## src/sv/mtmb_pkg.sv

```systemverilog
// Package: types, constants and helpers for the model matrix builder
`timescale 1ns / 1ps
package mtmb_pkg;

   localparam int CordicStages = 16;
   localparam int TurnUnits    = 23040;
   localparam int HalfTurn     = 11520;
   localparam int QuarterTurn  = 5760;
   localparam int CordicGain   = 652032874;
   localparam int QueueDepth   = 4;
   localparam int QueueAw      = $clog2(QueueDepth);

   typedef struct packed {
      logic signed [31:0] translate_x;
      logic signed [31:0] translate_y;
      logic signed [31:0] translate_z;
      logic signed [31:0] scale_x;
      logic signed [31:0] scale_y;
      logic signed [31:0] scale_z;
      logic signed [15:0] angle_x;
      logic signed [15:0] angle_y;
      logic signed [15:0] angle_z;
   } req_type;

   typedef struct packed {
      logic signed [31:0] m00;
      logic signed [31:0] m01;
      logic signed [31:0] m02;
      logic signed [31:0] m03;
      logic signed [31:0] m10;
      logic signed [31:0] m11;
      logic signed [31:0] m12;
      logic signed [31:0] m13;
      logic signed [31:0] m20;
      logic signed [31:0] m21;
      logic signed [31:0] m22;
      logic signed [31:0] m23;
   } rsp_type;

   // reduced angle: residual in [-5760,5760] plus cosine flip
   typedef struct packed {
      logic signed [13:0] res;
      logic               flip;
   } red_type;

   // front to back queue word
   typedef struct packed {
      logic signed [31:0] tx;
      logic signed [31:0] ty;
      logic signed [31:0] tz;
      logic signed [31:0] sx;
      logic signed [31:0] sy;
      logic signed [31:0] sz;
      red_type            ax;
      red_type            ay;
      red_type            az;
   } cls_type;

   typedef struct packed {
      logic push;
      logic full;
      logic pop;
      logic empty;
   } qstat_type;

   function automatic logic signed [33:0] atan_turn(input int i);
      case (i)
         0: atan_turn = 34'sd536870912;
         1: atan_turn = 34'sd316933406;
         2: atan_turn = 34'sd167458907;
         3: atan_turn = 34'sd85004756;
         4: atan_turn = 34'sd42667331;
         5: atan_turn = 34'sd21354465;
         6: atan_turn = 34'sd10679838;
         7: atan_turn = 34'sd5340245;
         8: atan_turn = 34'sd2670163;
         9: atan_turn = 34'sd1335087;
         10: atan_turn = 34'sd667544;
         11: atan_turn = 34'sd333772;
         12: atan_turn = 34'sd166886;
         13: atan_turn = 34'sd83443;
         14: atan_turn = 34'sd41722;
         15: atan_turn = 34'sd20861;
         16: atan_turn = 34'sd10430;
         17: atan_turn = 34'sd5215;
         18: atan_turn = 34'sd2608;
         19: atan_turn = 34'sd1304;
         20: atan_turn = 34'sd652;
         21: atan_turn = 34'sd326;
         22: atan_turn = 34'sd163;
         23: atan_turn = 34'sd81;
         24: atan_turn = 34'sd41;
         25: atan_turn = 34'sd20;
         26: atan_turn = 34'sd10;
         27: atan_turn = 34'sd5;
         28: atan_turn = 34'sd3;
         29: atan_turn = 34'sd1;
         30: atan_turn = 34'sd1;
         default: atan_turn = 34'sd0;
      endcase
   endfunction

   // 16-bit angle into the residual and flip; mod 23040 by compare and subtract
   function automatic red_type reduce_angle(input logic signed [15:0] a);
      logic signed [17:0] r;
      red_type o;
      r = 18'(a);
      // |a| <= 32768 < 2*23040, so at most one turn to remove on either side
      if (r > 18'sd11520) r = r - 18'(TurnUnits);
      if (r > 18'sd11520) r = r - 18'(TurnUnits);
      if (r <= -18'sd11520) r = r + 18'(TurnUnits);
      if (r <= -18'sd11520) r = r + 18'(TurnUnits);
      o.flip = 1'b0;
      if (r > 18'sd5760) begin
         r = 18'(HalfTurn) - r;
         o.flip = 1'b1;
      end else if (r < -18'sd5760) begin
         r = -18'(HalfTurn) - r;
         o.flip = 1'b1;
      end
      o.res = r[13:0];
      return o;
   endfunction

   function automatic logic signed [31:0] sat32(input logic signed [63:0] v);
      if (v > 64'sd2147483647) return 32'sh7fffffff;
      if (v < -64'sd2147483648) return 32'sh80000000;
      return v[31:0];
   endfunction

endpackage

```

## src/sv/mtmb_front.sv

```systemverilog
// Front end: takes request words, reduces the angles and pushes to the queue
`timescale 1ns / 1ps
module mtmb_front
   import mtmb_pkg::*;
(
   input  logic    clock,
   input  logic    reset,
   input  logic    req_valid,
   output logic    req_stall,
   input  req_type req_data,
   input  logic    q_full,
   output logic    q_push,
   output cls_type q_data
);

   logic    valid_ff;
   cls_type word_ff;
   cls_type word_in;

   assign req_stall = valid_ff && q_full;
   assign q_push    = valid_ff && !q_full;
   assign q_data    = word_ff;

   always_comb begin
      word_in.tx = req_data.translate_x;
      word_in.ty = req_data.translate_y;
      word_in.tz = req_data.translate_z;
      word_in.sx = req_data.scale_x;
      word_in.sy = req_data.scale_y;
      word_in.sz = req_data.scale_z;
      word_in.ax = reduce_angle(req_data.angle_x);
      word_in.ay = reduce_angle(req_data.angle_y);
      word_in.az = reduce_angle(req_data.angle_z);
   end

   always_ff @(posedge clock) begin
      if (reset) begin
         valid_ff <= 1'b0;
      end else if (!req_stall) begin
         valid_ff <= req_valid;
      end
   end

   always_ff @(posedge clock) begin
      if (!req_stall && req_valid) begin
         word_ff <= word_in;
      end
   end

endmodule

```

## config.mk

```make
export PLATFORM = sky130hd
export DESIGN_NAME = mtmb_front
export DESIGN_NICKNAME = d
export VERILOG_FILES = /design/src/sv/mtmb_pkg.sv /design/src/sv/mtmb_front.sv
export SDC_FILE = /design/constraint.sdc
export NUM_CORES = 1
export LEC_CHECK = 0
export BUFFER_PORTS_ARGS = -buffer_cell sky130_fd_sc_hd__buf_2
export CORE_AREA = 3 3 189 191
export DETAILED_ROUTE_END_ITERATION = 8
export DIE_AREA = 0 0 192 194
export MAX_ROUTING_LAYER = met4
export PLACE_DENSITY = 0.63
export REMOVE_ABC_BUFFERS = 1
export SLEW_MARGIN = 20
export SYNTH_ARGS = -nofsm -noshare
export SYNTH_HDL_FRONTEND = slang
export SYNTH_SLANG_ARGS = --single-unit
```

## constraint.sdc

```tcl
create_clock -name clock -period 30.8 [get_ports clock]
set_clock_uncertainty 0.2 [all_clocks]
set_input_delay 4.62 -clock clock [delete_from_list [all_inputs] [get_ports clock]]
set_output_delay 4.62 -clock clock [all_outputs]
set_load 0.05 [all_outputs]
```

## Word level (Yosys, flattened, before mapping)

Cells that the tools add are included.

| storage, ports and cells | value |
|---|---|
| word-level logic and storage cells | 75 |
| input port bits | 244 |
| register bits after elaboration | 238 |
| output and inout bits | 239 |

| operators by class | value |
|---|---|
| reductions and logical operators | 5 |
| mux-type cells | 21 |
| add/subtract/negate cells | 18 |
| magnitude comparators | 18 |

Operators by type and width:

| kind | count |
|---|---|
| two-way mux 18 bit | 12 |
| adder 18 x 16 -> 18 bit, second input constant | 6 |
| <= comparator 18 x 15 -> 1 bit, second input constant | 6 |
| two-way mux 14 bit | 6 |
| subtractor 14 bit, first input constant | 6 |
| > comparator 18 x 14 -> 1 bit, second input constant | 3 |
| > comparator 18 x 15 -> 1 bit, second input constant | 3 |
| less-than comparator 18 x 14 -> 1 bit, second input constant | 3 |
| subtractor 18 x 16 -> 18 bit, second input constant | 3 |
| subtractor 16 x 16 -> 17 bit, second input constant | 3 |
| > comparator 16 x 15 -> 1 bit, second input constant | 3 |
| logical AND 1 bit | 3 |
| two-way mux 1 bit | 3 |
| zero test 1 bit | 2 |

## Depth between registers and ports, before layout

| logic depth | value |
|---|---|
| word-level depth | 11 |
| gate-level depth with buffers | 25 |
| depth with buffers taken out | 22 |

## Worst setup path before layout

No wires, ideal clock.

| timing path | value |
|---|---|
| path kind | input -> register |
| from | in q_full |
| to | reg word_ff, in the netlist q_data[0], enable pin |
| path slack | 14.384 ns |
| cell stages on the path | 2 |
| data required time | 29.739 ns |
| setup time | 0.861 ns |
| buffers on the path | 0 |
| arrival | 15.355 ns |
| path through | and2_1 nor2b_1 |

| on the way | value |
|---|---|
| word-level cells in the longest chain between the ends | 3 |

Ends and longest elaborated chain:

| what | RTL line | source |
|---|---|---|
| from (decl) | mtmb_front.sv:11 | `input logic q_full,` |
| logical AND 1 bit | mtmb_front.sv:20 | `assign req_stall = valid_ff && q_full;` |
| zero test 1 bit | mtmb_front.sv:45 | `if (!req_stall && req_valid) begin` |
| logical AND 1 bit | mtmb_front.sv:45 |  |
| to (signal assigned) | mtmb_front.sv:46 | `word_ff <= word_in;` |
| to (decl) | mtmb_front.sv:17 | `cls_type word_ff;` |

Every way passes these cells.
A chain may end at the register's enable or synchronous reset.

==> results.md <==
* Static Leak at 6.46 nW
* Data required time of the critical path at 30,890 ps
* Worst path bufs/invs at 2
* Yosys top cell area share at 58.9%
* Routed Antenna Nets at 0
* Worst-Margin Slew at 1030 ps
* Hold endpoint: valid_ff
* Die ar. at 0.0372 mm²
* Total grt overflow at 0
* RSZ-0062 raised after global routing: false
* Synth top cells by count: 237 x edfxtp_1, 56 x nand2_1, 56 x nor2_1
* Fin worst setup slack at 20,080 ps
* Total power at 1.11 mW
* CP arrival at 10,800 ps
* CTS tree: built
* Clock Sink Count at 238
* Fin crit share at 34.8%
* Placement row count at 68
* Async set or reset register ratio after synthesis at 0%
* # DRC at 0
* HP Class: register to register
* Min-Delay Startpoint: valid_ff
* Avg Cell Area, Syn at 12.2 µm²
* Primary FF master, synth: edfxtp_1
* Max cap viols at 0
* Clock buffer count from CTS at 26
* Flop2flop setup slack at 27,840 ps
* Clk slew on worst S/H paths at 60 ps
* Hold_buf cts at 0
* H-tree depth at 1
* EDFF count, synth at 237
* Cell breakdown of the critical path: buf_2 > inv_1 > ha_1 > or3b_2 > o21ai_1 > o21ai_0 > nor3_1 > o31ai_1 > a21boi_0 > a21oi_1 > ha_1 > a211o_1 > or4_1 > nand2_1 > o311ai_0 > or3_1 > o31ai_1 > a21bo_2 > o21ai_1 > nand2_1 > mux2_1
* Io pins at 483
* Detailed Routing Iterations Pass 1 at 5
* Pre-CTS setup slack at 19,610 ps
* Setup TNS at 0 ps
* RR Startpoint: valid_ff
* Critical path's slowest cell: o21ai_1
* Number of library cell types mapped by synthesis at 98
* Synthesized area at 0.0121 mm²
* Largest net degree at the start of global routing at 169
* Nets at 1,726
* Relative slew slack at 30.2%
* Global-route wire length before repair at 57,300 µm
* Via density at 5.30
* Post-Route WL at 39,300 µm
* Final Setup Violations at 0
* Sequential share of the synthesized area at 59.0%
* Initial Util at 35.3%
* Number of synthesized register bits at 238
* Vias in the first global route at 9,737
* Synth area leaders: edfxtp_1 59%, xnor2_1 2.5%, a21oi_1 2.0%
* Fmax at 93.3 MHz
* Clock Tree Buf Depth at 3
* Post-synthesis cell count at 991
* # fillers at 3,218
* Worst Setup SP: req_data[32]
* Clock Latency Late Sink at 530 ps
* Buffers on Ports at 482
* Most numerous cell in the Yosys netlist: edfxtp_1
* GRT Overall Usage at 20.2%
* Status: complete, no violations
* Worst setup EP type: register
* Register-to-Register Path Depth at 4
* Period minus WS final at 10,720 ps
* Final hold viol count at 0
* Layout cells sized above 1 at 38.0%
* CP peak stage delay at 610 ps
* Worst reg2reg endpoint: q_data[110]
* Crit path max-delay family: compound AO/OA/AOI/OAI gates
* Cells on Worst Hold Path at 3
* Die height at 194 µm
* VDD IR max at 0.0498 mV
* Number of gates resized after cts at 0
* Core area at 0.0343 mm²
* Yosys top cell by area: edfxtp_1
* GP Congestion at 0.941
* Cell Pwr Density at 69.9 mW/mm²
* Dpl hpwl at 30,900 µm
* Post-CTS Setup Bufs at 0
* WHS at 674 ps
* Crit Path Max Fanout at 11
* Critical path type: input pin to register
* Avg WL per Cell at 20.2 µm
* Vias at 10,300
* Initial DRC Count at 803
* Final Max Tran Viols at 0
* Clock root buffer: clkbuf_16
* Synth warn at 0
* Worst setup SP type: input pin
* Chip width at 192 µm
* Syn-to-layout area delta at 30.8%
* Initial antenna violation count at 8
-- placed cells by master, fill, tap and decap left out, types with 9 or more instances in the layout --
cell	netlist	routed
a211o_1	13	13
a211oi_1	13	13
a21o_1	10	10
a21oi_1	49	49
a31oi_1	13	13
and2_1	16	16
buf_2	9	482
clkbuf_16	0	26
edfxtp_1	237	237
ha_1	15	15
inv_1	43	43
mux2i_1	15	15
nand2_1	56	56
nand2b_1	11	11
nand3_1	19	19
nor2_1	56	56
nor2b_1	10	9
nor3_1	31	31
o211ai_1	21	21
o21a_1	13	13
o21ai_0	46	46
o22ai_1	11	11
o31ai_1	12	12
xnor2_1	34	34
xor2_1	24	24
-- power by group --
part | total, mW | internal (mW) | switching [mW]
combinational | 0.382 | 0.113 | 0.269
clock | 0.311 | 0.182 | 0.129
sequential | 0.412 | 0.403 | 0.00855
total | 1.11 | 0.698 | 0.407
-- per-stage QoR --
stage	cells	area, µm²	utilization, %
after floorplan	954	11900	-
after global placement	1894	15000	43.6
after detailed placement	1894	15000	43.6
after CTS	1941	15800	46.1
after global routing	1944	15800	46.1
final	1945	15800	46.1
-- state kept, by name, summed over array words and instances, names as in the netlist --
| signal | count |
|---|---|
| valid_ff | 1 |
| q_data | 237 |
-- final cells by class --
cell class | instances | area, µm² | area share [%]
Clock inverter | 14 | 169 | 1.07
Antenna cell | 4 | 10.0 | 0.0633
Sequential cell | 238 | 7140 | 45.1
Timing Repair Buffer | 485 | 2450 | 15.5
Clock buffer | 33 | 677 | 4.28
Multi-Input combinational cell | 673 | 4640 | 29.4
Tap cell | 455 | 569 | 3.60
Inverter | 43 | 161 | 1.02
-- logic make-up after synthesis --
group	Yosys count	share of synthesized area, %
compound gates	313	19.1
xor+xnor	59	4.39
fa+ha+maj	15	1.55
buf+inv	80	2.63
flops	238	59.0
mux	21	1.80
simple gates	265	11.5
-- per-layer routing --
metal,share of wire (%),GRT usage [%],up-vias
met5,0,-,-
met4,1.8,4.59,0
met3,8.0,3.45,57
met2,49,34.0,452
met1,41,25.5,4949
li1,-,-,4857
-- worst max-delay path by stage --
stage | end | slack [ps] | cells after the start
2_1_floorplan | q_data[0] | 14380 | 2
3_3_place_gp | q_data[32] | 19760 | 21
3_5_place_dp | q_data[32] | 19610 | 21
4_1_cts | q_data[32] | 20190 | 21
5_1_grt | q_data[32] | 19520 | 21
6_report | q_data[32] | 20080 | 21
-- worst register-to-register path: stages, from the launching register on --
cell and delay (ps):
dfxtp_1 370, and2_1 290, nor2b_4 140, buf_4 690
buf_12 640
Power figures use the tool's default switching activity.
