--- src/sv/mtmb_pkg.sv ---
// Package: types, constants and helpers for the model matrix builder
`timescale 1ns / 1ps
package mtmb_pkg;

   localparam int CordicStages = 16;
   localparam int TurnUnits    = 23040;
   localparam int HalfTurn     = 11520;
   localparam int QuarterTurn  = 5760;
   localparam int CordicGain   = 652032874;
   localparam int QueueDepth   = 4;
   localparam int QueueAw      = $clog2(QueueDepth);

   typedef struct packed {
      logic signed [31:0] translate_x;
      logic signed [31:0] translate_y;
      logic signed [31:0] translate_z;
      logic signed [31:0] scale_x;
      logic signed [31:0] scale_y;
      logic signed [31:0] scale_z;
      logic signed [15:0] angle_x;
      logic signed [15:0] angle_y;
      logic signed [15:0] angle_z;
   } req_type;

   typedef struct packed {
      logic signed [31:0] m00;
      logic signed [31:0] m01;
      logic signed [31:0] m02;
      logic signed [31:0] m03;
      logic signed [31:0] m10;
      logic signed [31:0] m11;
      logic signed [31:0] m12;
      logic signed [31:0] m13;
      logic signed [31:0] m20;
      logic signed [31:0] m21;
      logic signed [31:0] m22;
      logic signed [31:0] m23;
   } rsp_type;

   // reduced angle: residual in [-5760,5760] plus cosine flip
   typedef struct packed {
      logic signed [13:0] res;
      logic               flip;
   } red_type;

   // front to back queue word
   typedef struct packed {
      logic signed [31:0] tx;
      logic signed [31:0] ty;
      logic signed [31:0] tz;
      logic signed [31:0] sx;
      logic signed [31:0] sy;
      logic signed [31:0] sz;
      red_type            ax;
      red_type            ay;
      red_type            az;
   } cls_type;

   typedef struct packed {
      logic push;
      logic full;
      logic pop;
      logic empty;
   } qstat_type;

   function automatic logic signed [33:0] atan_turn(input int i);
      case (i)
         0: atan_turn = 34'sd536870912;
         1: atan_turn = 34'sd316933406;
         2: atan_turn = 34'sd167458907;
         3: atan_turn = 34'sd85004756;
         4: atan_turn = 34'sd42667331;
         5: atan_turn = 34'sd21354465;
         6: atan_turn = 34'sd10679838;
         7: atan_turn = 34'sd5340245;
         8: atan_turn = 34'sd2670163;
         9: atan_turn = 34'sd1335087;
         10: atan_turn = 34'sd667544;
         11: atan_turn = 34'sd333772;
         12: atan_turn = 34'sd166886;
         13: atan_turn = 34'sd83443;
         14: atan_turn = 34'sd41722;
         15: atan_turn = 34'sd20861;
         16: atan_turn = 34'sd10430;
         17: atan_turn = 34'sd5215;
         18: atan_turn = 34'sd2608;
         19: atan_turn = 34'sd1304;
         20: atan_turn = 34'sd652;
         21: atan_turn = 34'sd326;
         22: atan_turn = 34'sd163;
         23: atan_turn = 34'sd81;
         24: atan_turn = 34'sd41;
         25: atan_turn = 34'sd20;
         26: atan_turn = 34'sd10;
         27: atan_turn = 34'sd5;
         28: atan_turn = 34'sd3;
         29: atan_turn = 34'sd1;
         30: atan_turn = 34'sd1;
         default: atan_turn = 34'sd0;
      endcase
   endfunction

   // 16-bit angle into the residual and flip; mod 23040 by compare and subtract
   function automatic red_type reduce_angle(input logic signed [15:0] a);
      logic signed [17:0] r;
      red_type o;
      r = 18'(a);
      // |a| <= 32768 < 2*23040, so at most one turn to remove on either side
      if (r > 18'sd11520) r = r - 18'(TurnUnits);
      if (r > 18'sd11520) r = r - 18'(TurnUnits);
      if (r <= -18'sd11520) r = r + 18'(TurnUnits);
      if (r <= -18'sd11520) r = r + 18'(TurnUnits);
      o.flip = 1'b0;
      if (r > 18'sd5760) begin
         r = 18'(HalfTurn) - r;
         o.flip = 1'b1;
      end else if (r < -18'sd5760) begin
         r = -18'(HalfTurn) - r;
         o.flip = 1'b1;
      end
      o.res = r[13:0];
      return o;
   endfunction

   function automatic logic signed [31:0] sat32(input logic signed [63:0] v);
      if (v > 64'sd2147483647) return 32'sh7fffffff;
      if (v < -64'sd2147483648) return 32'sh80000000;
      return v[31:0];
   endfunction

endpackage

--- src/sv/mtmb_queue.sv ---
// Short queue between front and back ends
`timescale 1ns / 1ps
module mtmb_queue
   import mtmb_pkg::*;
(
   input  logic      clock,
   input  logic      reset,
   input  logic      push,
   input  cls_type   push_data,
   input  logic      pop,
   output cls_type   pop_data,
   output qstat_type stat
);

   cls_type            mem_ff [QueueDepth];
   logic [QueueAw-1:0] wp_ff, rp_ff;
   logic [QueueAw:0]   cnt_ff;

   assign pop_data   = mem_ff[rp_ff];
   assign stat.full  = (cnt_ff == (QueueAw+1)'(QueueDepth));
   assign stat.empty = (cnt_ff == '0);
   assign stat.push  = push;
   assign stat.pop   = pop;

   always_ff @(posedge clock) begin
      if (reset) begin
         wp_ff  <= '0;
         rp_ff  <= '0;
         cnt_ff <= '0;
      end else begin
         if (push) wp_ff <= wp_ff + 1'b1;
         if (pop) rp_ff <= rp_ff + 1'b1;
         cnt_ff <= cnt_ff + (QueueAw+1)'(push) - (QueueAw+1)'(pop);
      end
   end

   always_ff @(posedge clock) begin
      if (push) mem_ff[wp_ff] <= push_data;
   end

endmodule

--- config.mk ---
export PLATFORM = sky130hd
export DESIGN_NAME = mtmb_queue
export DESIGN_NICKNAME = d
export VERILOG_FILES = /design/src/sv/mtmb_pkg.sv /design/src/sv/mtmb_queue.sv
export SDC_FILE = /design/constraint.sdc
export NUM_CORES = 1
export LEC_CHECK = 0
export BUFFER_PORTS_ARGS = -buffer_cell sky130_fd_sc_hd__buf_2
export CORE_UTILIZATION = 40
export CTS_CLUSTER_SIZE = 24
export DETAILED_ROUTE_END_ITERATION = 16
export PLACE_DENSITY = 0.59
export SETUP_SLACK_MARGIN = 0.15
export SYNTH_ARGS = -nofsm -noshare
export SYNTH_HDL_FRONTEND = slang
export SYNTH_SLANG_ARGS = --single-unit
--- constraint.sdc ---
create_clock -name clock -period 6.6 [get_ports clock]
set_clock_uncertainty 0.15 [all_clocks]
set_input_delay 0 -clock clock [delete_from_list [all_inputs] [get_ports clock]]
set_output_delay 0 -clock clock [all_outputs]
set_load 0.02 [all_outputs]
== Word-level counts from Yosys, hierarchy flattened ==
Memory sizes are Yosys's and may differ from the RTL's. A register that Yosys moved wholly into a read port is not among the register bits.
Cells that the tools add are included.
Storage, ports and cells
  bits in registers: 7
  memory bits (writable): 948
  output and inout bits: 241
  logic and storage cells: 14
  memories kept: 1
Memory list
  mem_ff: depth 4, bits a word 237, read ports 1, clocked after Yosys merged registers in 1, write ports 1, RTL line mtmb_queue.sv:15  | cls_type mem_ff [QueueDepth];
Operators by class
  $add $sub $neg: 4
  equality and inequality tests: 1
  multiplexer cells: 4
  reduce and logical (&&, ||, !) cells: 1
Operators with widths (number)
  adder 2 x 1 -> 2 bit, second input constant: 2
  2-to-1 mux 2 bit: 2
  adder 3 x 1 -> 3 bit: 1
  equality test 3 bit, second input constant: 1
  zero test 3 bit: 1
  subtractor 3 x 1 -> 3 bit: 1
  2-to-1 mux 1 bit: 2

== Logic depth before layout (Yosys ltp) ==
Gate-level depths: netlist of run 1.
  word-level depth: 3
  mapped depth: 7

== Least setup slack after synthesis of run 1 ==
Ideal clock, no wire load.
  kind: flip-flop to flip-flop
  start: reg wp_ff[0]
  end: mem mem_ff[0][0] in the netlist's numbering, enable pin
  library setup time: 627 ps
  data arrival time: 5920 ps
  slack: -96 ps
  cell stages (with the launch flop): 4
  clock period less this slack: 6696 ps
  cells stage by stage: dfxtp_1 inv_1 ha_1 and2_1
RTL lines
  start: declaration: RTL line mtmb_queue.sv:16  | logic [QueueAw-1:0] wp_ff, rp_ff;
  start signal: assignment: RTL line mtmb_queue.sv:31  | if (push) wp_ff <= wp_ff + 1'b1;
  end: declaration: RTL line mtmb_queue.sv:15
No word-level cell before the write port.

==> results of run 1 <==
[layer usage]
metal	up-vias	share of wire [%]	GRT usage (%)
li1	7632	-	-
met1	8972	40	20.6
met2	488	50	27.2
met3	119	7.2	4.67
met4	4	2.3	4.91
met5	-	0.043	0
[final cells by class]
class | count | area [um2]
clock inverters | 60 | 778
inverters | 6 | 22.5
repair buffers | 968 | 7330
clock buffers | 123 | 2630
well taps | 1144 | 1430
multi-input cells | 264 | 5580
fillers | 6573 | 39400
diodes | 6 | 15.0
flip-flops and latches | 957 | 28700
[kinds of logic after synthesis]
| group | after synthesis | share of synthesized area, % |
|---|---|---|
| simple gates | 14 | 0.215 |
| mux | 238 | 15.3 |
| buf+inv | 61 | 1.98 |
| compound gates | 2 | 0.0430 |
| fa+ha+maj | 7 | 0.272 |
| xor+xnor | 3 | 0.118 |
| flops | 957 | 82.1 |
[worst max-delay path: cells and delay by family, from the launching register on]
kind | cells | cell delay, ps
buffers and inverters | 2 | 1040
muxes | 1 | 450
DFF | 1 | 860
[state kept, by name, indices dropped and copies added, names as in the netlist, named ones only]
| signal | count |
|---|---|
| wp_ff | 2 |
| mem_ff | 948 |
| cnt_ff | 3 |
| rp_ff | 2 |
[power breakdown]
part	internal (mW)	total, mW	switching (mW)
clock network	3.44	5.73	2.29
logic	0.732	1.63	0.894
registers	6.99	7.07	0.0746
total	11.2	14.4	3.26
[through the flow]
step	cell area (um2)	std cells	total power [mW]	worst slack (ps)
after global routing	46400	3527	14.9	3160
final	46500	3528	14.4	3310
after global placement	38300	2866	8.59	3780
after floorplan	34900	1282	8.15	2570
after detailed placement	38300	2866	8.62	3770
after CTS	46400	3522	14.6	3210
[cell usage in the layout, fill, tap and decap left out, drive strengths merged]
cell	instances
dlygate4sd3	473
edfxtp	948
a21oi	1
and2	4
xnor2	2
nand3b	1
inv	9
xor3	1
a21bo	1
nor2b	2
bufinv	15
dfxtp	9
clkinvlp	9
nor3	1
fa	1
clkinv	33
and3	1
mux2i	1
diode	6
ha	6
nor2	5
mux4	237
clkbuf	123
buf	495
[worst paths after layout]
check                                      startpoint                       to  slack (ps)
worst min register to register  rp_ff[0]$_SDFFE_PP0P_                flip-flop         380
worst max register to register  wp_ff[0]$_SDFFE_PP0P_  mem_ff[2][45]$_DFFE_PP_        3810
worst min-delay path                    push_data[41]  mem_ff[3][41]$_DFFE_PP_          40
worst max-delay path                        flip-flop             pop_data[85]        3310
[repair_timing]
item                                    in CTS  in global routing
endpoints found under the setup margin       0                  0
hold buffers                               473                  0
setup buffers                                0                  0
hold endpoints to repair                   992                  0
==> impl_metrics.env, run 1 <==
export IMPL_grt_usage_pct=16.3
export IMPL_place_gp_congestion=0.725
export IMPL_avgViaCountPerCell=4.88
export IMPL_whs_path_depth=2
export IMPL_synthTopCellsByArea="edfxtp_1, mux4_2, buf_12, dfxtp_1, buf_2"
export IMPL_cts_sinks=957
export IMPL_syn_inst=1282
export IMPL_hold_ws_ps=38.9
export IMPL_grt_max_degree=135
export IMPL_fin_util_pct=54.1
export IMPL_timing_critical_path_from_type="flip-flop"
export IMPL_worst_setup_path_end_kind="output pin"
export IMPL_antenna_found_initial=7
export IMPL_drc=0
export IMPL_crit_fanout=62
export IMPL_p_per_area_nw_per_um2=310
export IMPL_core_um2=85800
export IMPL_finalSetupTns_ps=0
export IMPL_path_clk_slew_ps=60
export IMPL_grt_remaining_overflow=0
export IMPL_yosysMostFrequentCell="edfxtp_1"
export IMPL_fin_crit_sh_pct=49.8
export IMPL_dieHeight_um=297
export IMPL_hold_viol=0
export IMPL_critical_path_slowest_cell="dfxtp_4"
export IMPL_die_w_um=297
export IMPL_insertion_delay_ps=630
export IMPL_drt_iter0_markers=1041
export IMPL_cts_root_buffer="clkbuf_16"
export IMPL_seq_area_frac_synth_pct=82.1
export IMPL_peakVddDrop_uv=247
export IMPL_dr_pass1_iters=6
export IMPL_initial_core_util_pct=40.7
export IMPL_cts_tree="yes"
export IMPL_setup_viol=0
export IMPL_first_global_vias=18730
export IMPL_avgSynthCellArea_um2=27.2
export IMPL_synth_cell_area_um2=34900
export IMPL_hold_class="input port to flip-flop"
export IMPL_ios=482
export IMPL_max_freq_mhz=304
export IMPL_cts_max_level=3
export IMPL_netlist_area_leader_share_pct=81.5
export IMPL_synth_common_cells="edfxtp_1, mux4_2, buf_12"
export IMPL_nNetsFinal=2544
export IMPL_numCtsBuffers=99
export IMPL_slew_headroom_pct=10.8
export IMPL_clockBufferDepth=3
export IMPL_synth_distinct_cells=23
export IMPL_grt_pass1_wl_mm=111
export IMPL_fin_crit_ps=3290
export IMPL_outcome="complete, no violations"
export IMPL_finalMaxSlewViolations=0
export IMPL_rsz0062_at_grt="no"
export IMPL_synth_top_cell_by_area="edfxtp_1"
export IMPL_wl_per_cell_um=20.4
export IMPL_worstRegToRegCells=4
export IMPL_wirelength_mm=72.1
export IMPL_critPathKind="flip-flop to output pin"
export IMPL_async_flop_share_pct=0
export IMPL_synth_warning_count=0
export IMPL_cp_required_ps=6450
export IMPL_cp_arrival_ps=3140
export IMPL_dieArea_um2=88500
export IMPL_synth_main_ff_cell="edfxtp_1"
export IMPL_dp_hpwl_mm=40.2
export IMPL_worst_slew_pin_slew_ps=1340
export IMPL_cts_resized=0
export IMPL_io_buffers=481
export IMPL_ys_ff_latch=957
export IMPL_synth_edf_count=948
export IMPL_p_leak_nw=15.8
export IMPL_drive_gt1_share_pct=37.2
export IMPL_drv_cap=0
export IMPL_vias=17215
export IMPL_slowest_delay_ps=860
export IMPL_ant_nets=0
export IMPL_syn_num_nets=1530
export IMPL_rows=107
export IMPL_critical_path_cell_chain="buf_4 > mux4_2 > buf_2"
export IMPL_syn_to_final_growth_pct=33.0
Note: power is estimated with default switching activity, not from simulation.
==> run 2, diff against run 1 <==
- clock period: 6.6 -> 2.65 ns (I/O delays scaled with it)
==> run 2 against run 1 <==
Effect of this change:
- combinational power rose to 2.8 times the previous value
- final cell count rose by 2.1%
- flip-flop and latch count did not move
- clock-buffer cell count fell by 6
- worst setup slack got worse by 3100 ps
- clock power rose by 140%
- register-to-register slack got worse by 3200 ps
- utilization rose by 1.2 points
- cell area rose by 2.2%
- hold slack improved by 11 ps
==> impl_metrics.env, run 2 (synthesis results as in run 1) <==
export IMPL_critical_path_cell_chain="buf_12 > buf_6 > buf_4 > mux4_2 > buf_2"
export IMPL_fin_crit_ps=2420
export IMPL_worst_setup_path_end_kind="output pin"
export IMPL_design_power_total_mw=35.6
export IMPL_syn_to_final_growth_pct=36.0
export IMPL_clockBufferDepth=3
export IMPL_numCtsBuffers=97
export IMPL_final_area_um2=47500
export IMPL_cts_root_buffer="clkbuf_16"
export IMPL_hold_class="input port to flip-flop"
export IMPL_cp_arrival_ps=2270
export IMPL_hold_viol=0
export IMPL_cts_max_level=3
export IMPL_path_clk_slew_ps=60
export IMPL_dieHeight_um=297
export IMPL_grt_usage_pct=18.0
export IMPL_dp_hpwl_mm=47.9
export IMPL_die_w_um=297
export IMPL_cts_tree="yes"
export IMPL_nNetsFinal=2622
export IMPL_critical_path_slowest_cell="mux4_2"
export IMPL_initial_core_util_pct=40.7
export IMPL_wl_per_cell_um=21.9
export IMPL_endpoint="pop_data[153]"
export IMPL_grt_max_degree=80
export IMPL_fillers=6442
export IMPL_drt_iter0_markers=1103
export IMPL_cp_depth=5
export IMPL_fin_crit_sh_pct=91.4
export IMPL_vias=17798
export IMPL_rsz0062_at_grt="yes"
export IMPL_dp_cells=2929
export IMPL_layout_cells_non_filler=3602
export IMPL_top_register="mem_ff"
export IMPL_slew_headroom_pct=49.9
export IMPL_ios=482
export IMPL_grt_remaining_overflow=0
export IMPL_first_global_vias=19571
export IMPL_io_buffers=481
export IMPL_finalMaxSlewViolations=0
export IMPL_peakVddDrop_uv=575
export IMPL_p_per_area_nw_per_um2=749
export IMPL_avgViaCountPerCell=4.94
export IMPL_drc=0
export IMPL_final_cell_mix="edfxtp_1, buf_2, dlygate4sd3_1"
export IMPL_dieArea_um2=88500
export IMPL_dr_pass1_iters=4
export IMPL_outcome="complete, no violations"
export IMPL_insertion_delay_ps=640
export IMPL_finalSetupTns_ps=0
export IMPL_reg_top3="mem_ff x948, cnt_ff x3"
export IMPL_drv_cap=0
export IMPL_timing_critical_path_from_type="flip-flop"
export IMPL_fin_util_pct=55.3
export IMPL_p_leak_nw=16.4
export IMPL_worst_slew_pin_slew_ps=751
export IMPL_worstRegToRegCells=4
export IMPL_r2r_end="mem_ff[0][160]$_DFFE_PP_"
export IMPL_drive_gt1_share_pct=39.3
export IMPL_cts_sinks=957
export IMPL_place_gp_congestion=0.766
export IMPL_largest_reg_flops=948
export IMPL_crit_fanout=6
export IMPL_crit_family="buffers and inverters"
export IMPL_cp_required_ps=2500
export IMPL_r2r_slack_ps=650
export IMPL_ant_nets=0
export IMPL_slowest_delay_ps=540
export IMPL_wirelength_mm=78.9
export IMPL_crit_buf_inv=4
export IMPL_core_um2=85800
export IMPL_grt_pass1_wl_mm=120
export IMPL_setup_viol=0
export IMPL_final_common_cell="edfxtp_1"
export IMPL_dpl_cell_area_um2=39100
export IMPL_max_freq_mhz=413
export IMPL_rows=107
export IMPL_antenna_found_initial=7
export IMPL_critPathKind="flip-flop to output pin"
export IMPL_rr_startpoint="wp_ff[0]$_SDFFE_PP0P_"
-- run 2: cell types whose count changed in the layout (fill, tap and decap cells not counted), moves of 5 or more --
cell and change:
buf_12 +30, buf_4 +35, clkinv_2 +8, buf_2 -5, clkinvlp_4 -8, buf_6 +5
buf_16 +9
-- run 2: worst reg2reg max path, stage by stage (launching register included) --
cell and delay (ps):
dfxtp_2 340, inv_2 60, ha_1 140, and2_4 630, buf_12 330
-- run 2: final cells by class --
| type | instances | area [um2] | area share [%] |
|---|---|---|---|
| clock buffers | 117 | 2500 | 5.27 |
| clock inverters | 61 | 659 | 1.39 |
| diodes | 5 | 12.5 | 0.0263 |
| repair buffers | 1048 | 8620 | 18.2 |
| flip-flops and latches | 957 | 28700 | 60.3 |
| inverters | 6 | 22.5 | 0.0474 |
| well taps | 1144 | 1430 | 3.01 |
| multi-input cells | 264 | 5580 | 11.8 |
-- run 2: per-stage QoR --
step           hold slack [ps]  setup WS, ps
2_1_floorplan            -85.0          -110
3_3_place_gp              58.3           661
3_5_place_dp              66.3           626
4_1_cts                   6.60          88.8
5_1_grt                   29.3           114
6_report                  50.1           227
-- run 2: power breakdown --
part	total, mW	leakage (nW)	internal, mW	switching (mW)
Sequential	17.6	8.78	17.4	0.161
Combinational	4.52	6.03	2.12	2.40
Clock	13.5	1.56	7.92	5.58
Total	35.6	16.4	27.4	8.14
-- run 2: worst min path at each step --
stage | start | end | slack, ps | depth (start not counted)
3_3_place_gp | push_data[128] | mem_ff[2][128]$_DFFE_PP_ | 60 | 1
5_1_grt | push_data[168] | mem_ff[3][168]$_DFFE_PP_ | 30 | 2
3_5_place_dp | push_data[138] | mem_ff[1][138]$_DFFE_PP_ | 70 | 1
4_1_cts | push_data[165] | mem_ff[0][165]$_DFFE_PP_ | 7 | 2
2_1_floorplan | reset | wp_ff[0]$_SDFFE_PP0P_ | -90 | 1
6_report | push_data[168] | mem_ff[3][168]$_DFFE_PP_ | 50 | 2
-- run 2: routing by layer --
layer / part of all wire, % / global-route usage (%) / up-vias / wire length (um)
met1: 40 / 22.8 / 9357 / 31800
met3: 6.4 / 4.24 / 107 / 5070
met2: 51 / 31.2 / 521 / 40500
met5: 0.028 / 0 / - / 22
li1: - / - / 7809 / -
met4: 2.0 / 4.53 / 4 / 1550
-- run 2: repair_timing --
item                                    in CTS  in global routing
endpoints found under the setup margin     136                 76
pin swaps                                    0                  0
endpoints found under the hold margin     1001                  0
gates cloned                                 3                  4
hold buffers                               473                  0
gates resized for setup                     14                  7
setup buffers                               10                  0
